$ cat src/hw/rtl/joint_stand_up_sequencer_core_assert.svh
// Assertion macros shared by the stand-up sequencer modules.
// Needs nothing else; each module that asserts includes this header.
`ifndef JOINT_STAND_UP_SEQUENCER_CORE_ASSERT_SVH
`define JOINT_STAND_UP_SEQUENCER_CORE_ASSERT_SVH

// The consequent must hold in the same cycle as the antecedent.
`define JSUS_ASSERT_SAME(label, clk, rst_n, ante, cons) \
	label: assert property (@(posedge clk) disable iff (!rst_n) (ante) |-> (cons)) \
		else $error("stand-up sequencer assertion failed");

// The consequent must hold in the cycle after the antecedent.
`define JSUS_ASSERT_NEXT(label, clk, rst_n, ante, cons) \
	label: assert property (@(posedge clk) disable iff (!rst_n) (ante) |=> (cons)) \
		else $error("stand-up sequencer assertion failed");

`endif

$ cat src/hw/rtl/jsus_pkg.sv
// Package of the stand-up sequencer: field widths, request, mode and register codes,
// beat structs and the command and status structs between controller and datapath.
// Depends on nothing.
`default_nettype none

package jsus_pkg;

	localparam int ANGLE_W    = 16;
	localparam int JIDX_W     = 4;
	localparam int STEP_W     = 24;
	localparam int FRAC_W     = STEP_W + 1;
	localparam int GAIN_W     = 16;
	localparam int HOLD_W     = 16;
	localparam int CFG_IDX_W  = 4;
	localparam int CFG_DATA_W = 24;

	// Rounding offset of one half in Q0.24.
	localparam logic [STEP_W-1:0] HALF_Q24 = 24'h80_0000;

	// Register reset values.
	localparam logic [STEP_W-1:0] STEP_RESET  = 24'd8389;
	localparam logic [GAIN_W-1:0] STIFF_RESET = 16'd2560;
	localparam logic [GAIN_W-1:0] DAMP_RESET  = 16'd64;
	localparam logic [HOLD_W-1:0] HOLD_RESET  = 16'd3000;

	// Register indexes of the configuration port.
	localparam logic [CFG_IDX_W-1:0] CFG_BLEND_STEP      = 4'd0;
	localparam logic [CFG_IDX_W-1:0] CFG_BLEND_STIFFNESS = 4'd1;
	localparam logic [CFG_IDX_W-1:0] CFG_BLEND_DAMPING   = 4'd2;
	localparam logic [CFG_IDX_W-1:0] CFG_WALK_HOLD_TICKS = 4'd3;

	typedef enum logic [1:0] {
		REQ_SAMPLE   = 2'd0,
		REQ_TICK     = 2'd1,
		REQ_ACTIVATE = 2'd2,
		REQ_LOAD     = 2'd3
	} req_t;

	typedef enum logic [1:0] {
		MODE_LIE   = 2'd0,
		MODE_STAND = 2'd1,
		MODE_WALK  = 2'd2
	} mode_t;

	typedef struct packed {
		req_t                      req_type;
		logic [JIDX_W-1:0]         joint_index;
		logic signed [ANGLE_W-1:0] joint_angle;
		logic                      start_event;
		logic                      estop_event;
	} in_item_t;

	typedef struct packed {
		logic [JIDX_W-1:0]         command_joint;
		logic signed [ANGLE_W-1:0] target_angle;
		logic [GAIN_W-1:0]         command_stiffness;
		logic [GAIN_W-1:0]         command_damping;
		logic                      stop_command;
		logic [1:0]                current_mode;
		logic                      last_command;
	} out_item_t;

	// Commands from the controller to the datapath.
	typedef struct packed {
		logic sample_wr;
		logic load_wr;
		logic activate;
		logic tick;
		logic rd;
		logic mul;
		logic emit;
	} dp_cmd_t;

	// Status from the datapath to the controller.
	typedef struct packed {
		logic run_req;
		logic last_joint;
		logic out_free;
	} dp_status_t;

endpackage

`default_nettype wire

$ cat src/hw/rtl/jsus_ctrl.sv
// Controller of the stand-up sequencer: decodes input beats and steps through
// the per-joint command run. Depends on jsus_pkg and the assertion header.
`default_nettype none
`include "joint_stand_up_sequencer_core_assert.svh"

module jsus_ctrl
	import jsus_pkg::*;
(
	input  wire        clk,
	input  wire        arst_n,
	input  wire        in_valid,
	output logic       in_ready,
	input  req_t       in_req,
	input  dp_status_t sts,
	output dp_cmd_t    cmd
);

	typedef enum logic [3:0] {
		ST_IDLE = 4'b0001,
		ST_RD   = 4'b0010,
		ST_MUL  = 4'b0100,
		ST_EMIT = 4'b1000
	} state_t;

	state_t state_q;
	state_t state_d;

	// Input beats are taken only between runs.
	assign in_ready = (state_q == ST_IDLE);

	// Next state and datapath commands.
	always_comb begin
		cmd     = '0;
		state_d = state_q;
		case (state_q)
			ST_IDLE: begin
				if (in_valid) begin
					case (in_req)
						REQ_SAMPLE:   cmd.sample_wr = 1'b1;
						REQ_LOAD:     cmd.load_wr   = 1'b1;
						REQ_ACTIVATE: cmd.activate  = 1'b1;
						REQ_TICK: begin
							cmd.tick = 1'b1;
							if (sts.run_req) state_d = ST_RD;
						end
						default: ;
					endcase
				end
			end
			ST_RD: begin
				cmd.rd  = 1'b1;
				state_d = ST_MUL;
			end
			ST_MUL: begin
				cmd.mul = 1'b1;
				state_d = ST_EMIT;
			end
			ST_EMIT: begin
				if (sts.out_free) begin
					cmd.emit = 1'b1;
					state_d  = sts.last_joint ? ST_IDLE : ST_RD;
				end
			end
			default: state_d = ST_IDLE;
		endcase
	end

	// State register.
	always_ff @(posedge clk or negedge arst_n) begin
		if (!arst_n) begin
			state_q <= ST_IDLE;
		end else begin
			state_q <= state_d;
		end
	end

	`JSUS_ASSERT_SAME(a_emit_needs_free_output, clk, arst_n, cmd.emit, sts.out_free)
	`JSUS_ASSERT_NEXT(a_read_then_multiply, clk, arst_n, state_q == ST_RD, state_q == ST_MUL)
	`JSUS_ASSERT_NEXT(a_last_emit_ends_run, clk, arst_n, cmd.emit && sts.last_joint,
		state_q == ST_IDLE)

endmodule

`default_nettype wire

$ cat src/hw/rtl/jsus_datapath.sv
// Datapath of the stand-up sequencer: angle stores, mode and blend state, configuration
// registers, blend multiplier, output register. Uses jsus_pkg and the assertion header.
`default_nettype none
`include "joint_stand_up_sequencer_core_assert.svh"

module jsus_datapath
	import jsus_pkg::*;
#(
	parameter int JOINT_COUNT = 12
) (
	input  wire                   clk,
	input  wire                   arst_n,
	input  dp_cmd_t               cmd,
	output dp_status_t            sts,
	input  in_item_t              in_item,
	output logic                  out_valid,
	input  wire                   out_ready,
	output out_item_t             out_item,
	input  wire                   cfg_valid,
	input  wire [CFG_IDX_W-1:0]   cfg_index,
	input  wire [CFG_DATA_W-1:0]  cfg_data
);

	localparam int IW     = (JOINT_COUNT > 1) ? $clog2(JOINT_COUNT) : 1;
	localparam int DIFF_W = ANGLE_W + 1;
	localparam int PROD_W = DIFF_W + FRAC_W;
	localparam int SUM_W  = DIFF_W + 1;

	logic [ANGLE_W-1:0] meas_q  [JOINT_COUNT];
	logic [ANGLE_W-1:0] start_q [JOINT_COUNT];
	logic [ANGLE_W-1:0] stand_q [JOINT_COUNT];

	logic [STEP_W-1:0] step_q;
	logic [GAIN_W-1:0] stiff_q;
	logic [GAIN_W-1:0] damp_q;
	logic [HOLD_W-1:0] hold_q;

	logic [FRAC_W-1:0] frac_q;
	mode_t             mode_q;
	logic [HOLD_W-1:0] tick_q;
	logic              start_latch_q;
	logic              stop_latch_q;
	logic              act_q;
	logic              run_stop_q;
	logic [STEP_W-1:0] frac_run_q;
	logic [IW-1:0]     cnt_q;

	logic signed [ANGLE_W-1:0] a_s1;
	logic signed [DIFF_W-1:0]  diff_s1;
	logic signed [PROD_W-1:0]  prod_s2;

	logic              out_valid_q;
	out_item_t         out_q;

	logic [IW+JIDX_W-1:0] wr_ext;
	logic [IW-1:0]        wr_addr;
	logic                 wr_ok;
	logic                 start_n;
	logic                 stop_n;
	logic                 blend_go;
	logic                 restart;
	logic                 do_activate;
	logic [FRAC_W-1:0]    frac_sum;
	logic [HOLD_W-1:0]    tick_inc;
	logic                 last_joint;
	logic [IW+JIDX_W-1:0] cnt_ext;
	logic signed [PROD_W-1:0] round_sum;
	logic signed [SUM_W-1:0]  angle_sum;

	// Address decode for samples and standing-angle loads; out-of-range joints are dropped.
	assign wr_ext  = {{IW{1'b0}}, in_item.joint_index};
	assign wr_addr = wr_ext[IW-1:0];
	assign wr_ok   = (32'(in_item.joint_index) < JOINT_COUNT);

	// Tick decisions on the current state and this beat's events.
	assign start_n     = start_latch_q | in_item.start_event;
	assign stop_n      = stop_latch_q | in_item.estop_event;
	assign blend_go    = act_q && (mode_q == MODE_LIE) && !frac_q[FRAC_W-1];
	assign restart     = act_q && stop_n && start_n;
	assign do_activate = cmd.activate || (cmd.tick && restart);
	assign frac_sum    = frac_q + FRAC_W'(step_q);
	assign tick_inc    = (tick_q == '1) ? tick_q : tick_q + HOLD_W'(1);
	assign last_joint  = (cnt_q == IW'(JOINT_COUNT - 1));

	always_comb begin
		sts.run_req    = blend_go || (act_q && stop_n);
		sts.last_joint = last_joint;
		sts.out_free   = !out_valid_q || out_ready;
	end

	// Configuration registers.
	always_ff @(posedge clk or negedge arst_n) begin
		if (!arst_n) begin
			step_q  <= STEP_RESET;
			stiff_q <= STIFF_RESET;
			damp_q  <= DAMP_RESET;
			hold_q  <= HOLD_RESET;
		end else if (cfg_valid) begin
			case (cfg_index)
				CFG_BLEND_STEP:      step_q  <= cfg_data[STEP_W-1:0];
				CFG_BLEND_STIFFNESS: stiff_q <= cfg_data[GAIN_W-1:0];
				CFG_BLEND_DAMPING:   damp_q  <= cfg_data[GAIN_W-1:0];
				CFG_WALK_HOLD_TICKS: hold_q  <= cfg_data[HOLD_W-1:0];
				default: ;
			endcase
		end
	end

	// Measured angles, and the start angles captured from them on activation.
	always_ff @(posedge clk or negedge arst_n) begin
		if (!arst_n) begin
			for (int j = 0; j < JOINT_COUNT; j++) begin
				meas_q[j]  <= '0;
				start_q[j] <= '0;
			end
		end else begin
			for (int j = 0; j < JOINT_COUNT; j++) begin
				if (cmd.sample_wr && wr_ok && (wr_addr == IW'(j))) begin
					meas_q[j] <= in_item.joint_angle;
				end
				if (do_activate) begin
					start_q[j] <= meas_q[j];
				end
			end
		end
	end

	// Standing angles hold whatever was last loaded.
	always_ff @(posedge clk) begin
		if (cmd.load_wr && wr_ok) begin
			stand_q[wr_addr] <= in_item.joint_angle;
		end
	end

	// Mode, blend fraction, tick count and the event latches.
	always_ff @(posedge clk or negedge arst_n) begin
		if (!arst_n) begin
			frac_q        <= '0;
			mode_q        <= MODE_LIE;
			tick_q        <= '0;
			start_latch_q <= 1'b0;
			stop_latch_q  <= 1'b0;
			act_q         <= 1'b0;
			run_stop_q    <= 1'b0;
			frac_run_q    <= '0;
		end else if (cmd.activate) begin
			frac_q <= '0;
			mode_q <= MODE_LIE;
			tick_q <= '0;
			act_q  <= 1'b1;
		end else if (cmd.tick && act_q) begin
			run_stop_q <= stop_n;
			frac_run_q <= frac_q[STEP_W-1:0];
			if (restart) begin
				// Restart after a stop: activation, then this tick is counted.
				frac_q        <= '0;
				mode_q        <= MODE_LIE;
				tick_q        <= HOLD_W'(1);
				start_latch_q <= 1'b0;
				stop_latch_q  <= 1'b0;
			end else begin
				start_latch_q <= start_n;
				stop_latch_q  <= stop_n;
				tick_q        <= tick_inc;
				case (mode_q)
					MODE_LIE: begin
						if (!frac_q[FRAC_W-1]) frac_q <= frac_sum;
						else mode_q <= MODE_STAND;
					end
					MODE_STAND: begin
						if ((tick_q > hold_q) && start_n) mode_q <= MODE_WALK;
					end
					default: ;
				endcase
			end
		end
	end

	// Joint counter of the command run.
	always_ff @(posedge clk or negedge arst_n) begin
		if (!arst_n) begin
			cnt_q <= '0;
		end else if (cmd.tick) begin
			cnt_q <= '0;
		end else if (cmd.emit) begin
			cnt_q <= cnt_q + IW'(1);
		end
	end

	// Blend stages: read and difference, then the multiply.
	always_ff @(posedge clk) begin
		if (cmd.rd) begin
			a_s1    <= start_q[cnt_q];
			diff_s1 <= $signed({stand_q[cnt_q][ANGLE_W-1], stand_q[cnt_q]})
				- $signed({start_q[cnt_q][ANGLE_W-1], start_q[cnt_q]});
		end
		if (cmd.mul) begin
			prod_s2 <= diff_s1 * $signed({1'b0, frac_run_q});
		end
	end

	// Round to nearest, ties upward, and add the start angle.
	assign round_sum = prod_s2 + $signed(PROD_W'(HALF_Q24));
	assign angle_sum = $signed({{(SUM_W - ANGLE_W){a_s1[ANGLE_W-1]}}, a_s1})
		+ round_sum[PROD_W-1:STEP_W];
	assign cnt_ext   = {{JIDX_W{1'b0}}, cnt_q};

	// Output register.
	always_ff @(posedge clk or negedge arst_n) begin
		if (!arst_n) begin
			out_valid_q <= 1'b0;
		end else if (cmd.emit) begin
			out_valid_q <= 1'b1;
		end else if (out_ready) begin
			out_valid_q <= 1'b0;
		end
	end

	always_ff @(posedge clk) begin
		if (cmd.emit) begin
			out_q.command_joint     <= cnt_ext[JIDX_W-1:0];
			out_q.target_angle      <= run_stop_q ? '0 : angle_sum[ANGLE_W-1:0];
			out_q.command_stiffness <= run_stop_q ? '0 : stiff_q;
			out_q.command_damping   <= run_stop_q ? '0 : damp_q;
			out_q.stop_command      <= run_stop_q;
			out_q.current_mode      <= mode_q;
			out_q.last_command      <= last_joint;
		end
	end

	assign out_valid = out_valid_q;
	assign out_item  = out_q;

	`JSUS_ASSERT_SAME(a_stop_beat_is_zero, clk, arst_n, out_valid_q && out_q.stop_command,
		(out_q.target_angle == '0) && (out_q.command_stiffness == '0)
		&& (out_q.command_damping == '0))
	`JSUS_ASSERT_SAME(a_run_only_when_active, clk, arst_n, sts.run_req, act_q)
	`JSUS_ASSERT_NEXT(a_beat_held_until_taken, clk, arst_n, out_valid_q && !out_ready,
		out_valid_q && $stable(out_q))

endmodule

`default_nettype wire

$ cat src/hw/rtl/joint_stand_up_sequencer_core.sv
// Stand-up sequencer core. Samples, loads, activations and silent ticks are taken while idle.
// A tick that emits commands steps each joint through read, multiply and emit states,
// with emit held while the output beat is not taken; the next beat waits for the last emit;
// the first result is registered after the read, multiply and emit states of the controller.
// Reset clears angle stores, mode, fraction, counters and latches at once; standing angles
// stay undefined until loaded. Depends on jsus_pkg, jsus_ctrl and jsus_datapath.
`default_nettype none

module joint_stand_up_sequencer_core
	import jsus_pkg::*;
#(
	parameter int JOINT_COUNT = 12
) (
	input  wire                   clk,
	input  wire                   arst_n,
	input  wire                   in_valid,
	output logic                  in_ready,
	input  in_item_t              in_item,
	output logic                  out_valid,
	input  wire                   out_ready,
	output out_item_t             out_item,
	input  wire                   cfg_valid,
	output logic                  cfg_ready,
	input  wire [CFG_IDX_W-1:0]   cfg_index,
	input  wire [CFG_DATA_W-1:0]  cfg_data
);

	dp_cmd_t    cmd;
	dp_status_t sts;

	// Register writes are taken in every cycle.
	assign cfg_ready = 1'b1;

	jsus_ctrl u_ctrl (
		.clk      (clk),
		.arst_n   (arst_n),
		.in_valid (in_valid),
		.in_ready (in_ready),
		.in_req   (in_item.req_type),
		.sts      (sts),
		.cmd      (cmd)
	);

	jsus_datapath #(
		.JOINT_COUNT (JOINT_COUNT)
	) u_datapath (
		.clk       (clk),
		.arst_n    (arst_n),
		.cmd       (cmd),
		.sts       (sts),
		.in_item   (in_item),
		.out_valid (out_valid),
		.out_ready (out_ready),
		.out_item  (out_item),
		.cfg_valid (cfg_valid),
		.cfg_index (cfg_index),
		.cfg_data  (cfg_data)
	);

endmodule

`default_nettype wire
$ cat config.mk
export PLATFORM = sky130hd
export DESIGN_NAME = joint_stand_up_sequencer_core
export DESIGN_NICKNAME = d
export VERILOG_FILES = /design/src/hw/rtl/jsus_pkg.sv /design/src/hw/rtl/jsus_ctrl.sv /design/src/hw/rtl/jsus_datapath.sv /design/src/hw/rtl/joint_stand_up_sequencer_core.sv
export VERILOG_INCLUDE_DIRS = /design/src /design/src/hw/rtl
export SDC_FILE = /design/constraint.sdc
export NUM_CORES = 2
export LEC_CHECK = 0
export ABC_AREA = 1
export BUFFER_PORTS_ARGS = -buffer_cell sky130_fd_sc_hd__buf_4
export CAP_MARGIN = 20
export CORE_MARGIN = 1.5
export CORE_UTILIZATION = 55
export DETAILED_ROUTE_END_ITERATION = 12
export PLACE_DENSITY_LB_ADDON = 0.25
export SLEW_MARGIN = 10
export SYNTH_ARGS = -nofsm -noshare
export SYNTH_HDL_FRONTEND = slang
export SYNTH_SLANG_ARGS = --single-unit
export TNS_END_PERCENT = 20
$ cat constraint.sdc
create_clock -name clk -period 12.9 [get_ports clk]
set_input_delay 2.58 -clock clk [delete_from_list [all_inputs] [get_ports clk]]
set_output_delay 2.58 -clock clk [all_outputs]
set_load 0.01 [all_outputs]
After elaboration in Yosys (flattened, before gate mapping) --
Memory sizes are Yosys's and may differ from the RTL's. Index checks and enable logic that the tools add are counted.
Cells by class: divide/modulo/power cells 0, bitwise gates (word level) 4, $mul 1, reduce and logical (&&, ||, !) cells 45, equal/unequal tests 32, multiplexer cells 42, shifts and indexed selects 0, order comparisons 3, add/sub/neg operators 6
Operators with widths (count):
- two-way mux 25 bit | 5
- two-way mux 16 bit | 6
- binary-select mux 16 bit (select 4 bit) | 1
- adder 40 x 25 -> 40 bit, second input constant | 1
- multiplier 17 x 25 -> 40 bit | 1
- two-way mux 4 bit | 8
- adder 25 x 24 -> 25 bit | 1
- == test 4 bit, second input constant | 6
- logical AND 1 bit | 21
- == test 4 x 2 -> 1 bit, second input constant | 5
- == test 4 x 3 -> 1 bit, second input constant | 5
- subtractor 16 x 16 -> 17 bit | 1
- adder 16 x 1 -> 16 bit, second input constant | 1
- adder 16 bit | 1
- == test 16 bit, second input constant | 1
- > comparator 16 bit | 1
- case mux 4 bit (4 select lines) | 1
- two-way mux 1 bit | 14
- AND reduction 2 bit | 7
- == test 4 x 1 -> 1 bit, second input constant | 3
- two-way mux 2 bit | 6
- logical NOT 4 bit | 2
- inequality test 4 x 1 -> 1 bit, second input constant | 2
- AND reduction 4 bit | 2
- 20 further kinds | 31
Storage, ports and cells: memories 1, flip-flop bits (word level) 665, latch bits 0, output and inout port bits 59, memory bits (read-only) 0, logic and storage cells 184, memory bits (writable) 192, input port bits 57
Memory list:
- u_datapath.stand_q | words 12, width 16, read ports 1, clocked after Yosys merged registers in 0, wr ports 1, RTL line jsus_datapath.sv:31 | logic [ANGLE_W-1:0] stand_q [JOINT_COUNT];

Depth between registers and ports, before layout --
depth after elaboration 8, mapped depth 28

Hierarchy --
From an unflattened synthesis, not the netlist that was laid out.
Unflattened totals: cells, all modules 5724, area total of the unflattened synthesis 50337.0 sq um
Modules (own cells, without submodules):
- jsus_datapath | cells each 5676, area each 50023.0 sq um, instances 1
- jsus_ctrl | cells each 46, area each 302.8 sq um, instances 1
- joint_stand_up_sequencer_core | cells each 2, area each 11.3 sq um, instances 1

Least setup slack after synthesis --
OpenSTA, ideal clock, no wires.
path type flip-flop to flip-flop, from register u_datapath.frac_run_q[22], to register u_datapath.prod_s2[29], data pin, stages on the path, launching flop included 22, setup time 0.253 ns, path slack 7.383 ns, arrival time 5.264 ns, period minus slack after synthesis 5.517 ns, path through dfrtp_1 clkbuf_1 clkbuf_1 nand2_1 fa_1 inv_1 fa_1 inv_1 fa_1 inv_1 fa_1 fa_1 inv_1 fa_1 inv_1 ha_1 nand2_1 nor2_1 nand2_1 or2_2 nand4_1 nand2_1
Between the ends: cells in the longest elaborated chain, start to end 1
Ends and longest elaborated chain:
- from (decl) | RTL line jsus_datapath.sv:45 | logic [STEP_W-1:0] frac_run_q;
- from (signal assigned) | RTL line jsus_datapath.sv:153 | frac_run_q <= frac_q[STEP_W-1:0];
- multiplier 17 x 25 -> 40 bit | RTL line jsus_datapath.sv:198 | prod_s2 <= diff_s1 * $signed({1'b0, frac_run_q});
- to (signal assigned) | RTL line jsus_datapath.sv:198
- to (decl) | RTL line jsus_datapath.sv:50 | logic signed [PROD_W-1:0] prod_s2;
Every way passes these cells. A chain may end at the register's enable or synchronous reset.

Worst setup path in the final report --
from register u_datapath.diff_s1[8], to register u_datapath.prod_s2[26], data pin
Between the ends: cells in the longest elaborated chain, start to end 1
Ends and longest elaborated chain:
- from (decl) | RTL line jsus_datapath.sv:49 | logic signed [DIFF_W-1:0] diff_s1;
- from (signal assigned) | RTL line jsus_datapath.sv:194 | diff_s1 <= $signed({stand_q[cnt_q][ANGLE_W-1], stand_q[cnt_q]})
- multiplier 17 x 25 -> 40 bit | RTL line jsus_datapath.sv:198
Every way passes these cells.

==> flow_metrics.py <==
metrics = {
    "status": {
        "run_status": "finished, final reports clean",
    },
    "sta": {
        "rsz_0062_raised_after_global_routing": "false",
        "hold_violation_count_in_the_final_report": 0,
        "slew_violations": 0,
        "max_slew.worst_pin.slew_ns": 1.14,
        "relSlewSlack": 0.239,
        "max_clock_freq_mhz": 153,
        "tns_ns": 0,
        "post-route-min-period_ns": 6.52,
        "fin_worst_skew_ns": 0.0401,
        "setup-violations-final": 0,
        "min_period_over_period": 0.505,
    },
    "cts": {
        "cts_setup_buffers": 0,
        "cts-resized-gates": 0,
        "cts-buffers-inserted": 88,
        "path_clk_slew_ns": 0.06,
        "cell_chosen_for_the_clock_root": "clkbuf_16",
        "ctsHoldBuffers": 0,
        "clock_path_buffers": 3,
        "cts-htree-levels": 3,
        "cts_tree": "yes",
        "clock_sink_count": 834,
        "clk-insertion-delay-late_ns": 0.69,
    },
    "die": {
        "initial_utilization": 0.555,
        "floorplan.die_area_sq_um": 95800,
        "fp.dieW_um": 310,
        "fp.dieH_um": 310,
        "floorplan.core_area_sq_um": 93200,
        "io-pin-count": 116,
        "site_row_count": 112,
    },
    "critical_path": {
        "worst-endpoint-arrival_ns": 6.98,
        "path_max_fanout": 24,
        "cp.required_ns": 13.36,
        "timing.critical_path.to_type": "register",
        "timing.setup.critical_path_class": "register to register",
        "kind_of_start_point_of_the_critical_path": "register",
    },
    "finish": {
        "area_delta_synth_final_pct": 8.93,
        "layout_commonest_cell": "nand2_1",
        "layout_common_cells": "nand2_1 (1353), inv_1 (1121), dfrtp_1 (518)",
        "diodes": 0,
        "drive_gt1_frac": 0.0687,
        "final_nets": 6354,
    },
    "flow_run": {
        "maxCapViolCount": 0,
    },
    "route": {
        "route.detailed.wl_per_inst_um": 18.6,
        "drt_first_pass_iters": 5,
        "detailroute.via_count": 38300,
        "finalWirelength_um": 132000,
        "drt_drc_violations_left": 0,
        "dr.first_iter.drc_count": 3635,
        "drt-vias-per-instance": 5.39,
        "drt.antenna.violating_nets": 0,
    },
    "yosys": {
        "dominantRegCellSynth": "dfrtp_1",
        "synthDistinctLibCells": 62,
        "synth_sequential_area_ratio": 0.433,
        "postSynthAreaPerCell_sq_um": 8.95,
        "post_synth_inst_count": 5778,
        "synth-async-reset-ratio": 0.643,
        "postSynthRegisterBits": 834,
        "number_of_synthesized_flops_with_an_enable_pin": 298,
        "synth_nets": 6367,
        "syn_area_sq_um": 51700,
        "yosys_warnings": 0,
    },
    "global_route": {
        "grt_pass1_vias": 37800,
        "grt_util_all_layers": 0.282,
        "initial_antenna_violation_count": 4,
        "grt.overflow.total": 0,
        "grt_first_pass_wirelength_um": 209000,
        "maximum_number_of_pins_on_one_net_before_global_route_repair": 145,
    },
    "place": {
        "number_of_port_buffers": 114,
        "globalplace.congestion": 0.925,
        "place_hpwl_um": 91300,
    },
    "worst_hold_path": {
        "holdCritPathClass": "register to register",
    },
}
==> synthesized netlist by cell type, drive strengths merged (3+ instances only) <==
cell | instances | area share
nand2 | 1360 | 0.099
inv | 1133 | 0.082
dfrtp | 520 | 0.25
o21ai | 502 | 0.050
nor2 | 356 | 0.029
fa | 331 | 0.13
edfxtp | 298 | 0.17
a21oi | 223 | 0.022
ha | 201 | 0.049
mux2i | 169 | 0.033
clkbuf | 158 | 0.011
nand3 | 157 | 0.016
buf | 105 | 0.013
o22ai | 39 | 0.0047
nor3 | 37 | 0.0038
xor2 | 33 | 0.0056
nand4 | 22 | 0.0027
o21bai | 18 | 0.0026
dfstp | 16 | 0.0081
xnor2 | 12 | 0.0020
o221ai | 11 | 0.0019
or2 | 11 | 0.0013
a31oi | 10 | 0.0012
nor4 | 9 | 0.0011
a21o | 8 | 0.0012
mux2 | 8 | 0.0017
a21boi | 6 | 0.00087
o21a | 5 | 0.00073
nand3b | 3 | 0.00044
==> per-layer routing <==
metal,GRT usage,vias up,share of wire,wire length [um]
li1,-,18000,-,-
met1,0.382,18800,0.42,56100
met2,0.466,1215,0.48,63300
met3,0.0365,248,0.060,7970
met4,0.103,2,0.036,4730
met5,0,-,0.000091,12
==> stage by stage <==
step / hold slack (ns) / worst slack (ns) / util / area [sq um] / cells
floorplan: 0.423 / 7.38 / - / 51700 / 5778
global placement: 0.450 / 6.45 / 0.571 / 53200 / 6929
detailed placement: 0.454 / 6.42 / 0.571 / 53200 / 6929
CTS: 0.460 / 6.42 / 0.604 / 56300 / 7095
global route: 0.488 / 6.16 / 0.604 / 56300 / 7095
finish: 0.459 / 6.38 / 0.604 / 56300 / 7095
==> critical path, cell delays in order (launching register included) <==
cell	delay (ns)
edfxtp_1	1.10
nand2_1	0.20
fa_1	0.59
inv_1	0.05
fa_1	0.50
inv_1	0.05
fa_1	0.57
inv_1	0.06
fa_1	0.40
fa_1	0.52
inv_1	0.05
fa_1	0.48
inv_1	0.04
ha_1	0.30
nand2_1	0.16
o21ai_0	0.42
a21oi_1	0.08
nand2_1	0.14
nand2_1	0.07
nand2_1	0.13
xor2_1	0.36
==> final timing paths <==
path | startpoint | end | slack, ns | cells past startpoint
worst min-delay path | u_datapath.meas_q[117]$_DFFE_PN0P_ | u_datapath.start_q[117]$_DFFE_PN0P_ | 0.46 | 2
worst min register to register | u_datapath.meas_q[117]$_DFFE_PN0P_ | u_datapath.start_q[117]$_DFFE_PN0P_ | 0.46 | 2
min in group asynchronous | arst_n | u_datapath.meas_q[17]$_DFFE_PN0P_ | 1.99 | 1
max in group asynchronous | arst_n | u_datapath.meas_q[78]$_DFFE_PN0P_ | 8.61 | 3
worst max register to register | u_datapath.diff_s1[8]$_DFFE_PP_ | u_datapath.prod_s2[26]$_DFFE_PP_ | 6.38 | 20
worst max-delay path | u_datapath.diff_s1[8]$_DFFE_PP_ | u_datapath.prod_s2[26]$_DFFE_PP_ | 6.38 | 20
==> sequential cells by signal, indices dropped and copies added, names as in the netlist, 2 cells and up <==
register	flops
u_datapath.cnt_q	4
u_datapath.diff_s1	17
u_datapath.prod_s2	17
u_ctrl.state_q	4
u_datapath.hold_q	16
u_datapath.meas_q	192
u_datapath.start_q	192
u_datapath.damp_q	16
u_datapath.mode_q	2
u_datapath.out_item	56
u_datapath.stiff_q	16
u_datapath.step_q	24
u_datapath.frac_run_q	24
u_datapath.frac_q	25
u_datapath.tick_q	16
u_datapath.a_s1	16
u_datapath.stand_q	192
==> cells by family after synthesis <==
family                   count (synthesis)  synth area share
AO/OA/AOI/OAI                          833            0.0866
XOR/XNOR                                45           0.00762
adder cells (fa/ha/maj)                532             0.177
buffers and inverters                 1396             0.107
flip-flops                             834             0.433
multiplexers                           177            0.0345
other                                    1         0.0000725
AND/OR/NAND/NOR                       1960             0.154
==> area by class of cell <==
| class | count | area [sq um] |
|---|---|---|
| clock buffers | 132 | 2710 |
| clock inverters | 34 | 357 |
| fillers | 7952 | 36900 |
| inverters | 1133 | 4270 |
| multi-input cells | 3548 | 23800 |
| flip-flops and latches | 834 | 22400 |
| well taps | 1254 | 1570 |
| repair buffers | 160 | 1220 |
Power is not shown: default switching activity piles up to over one toggle a cycle in this logic, so the estimate is an artifact.
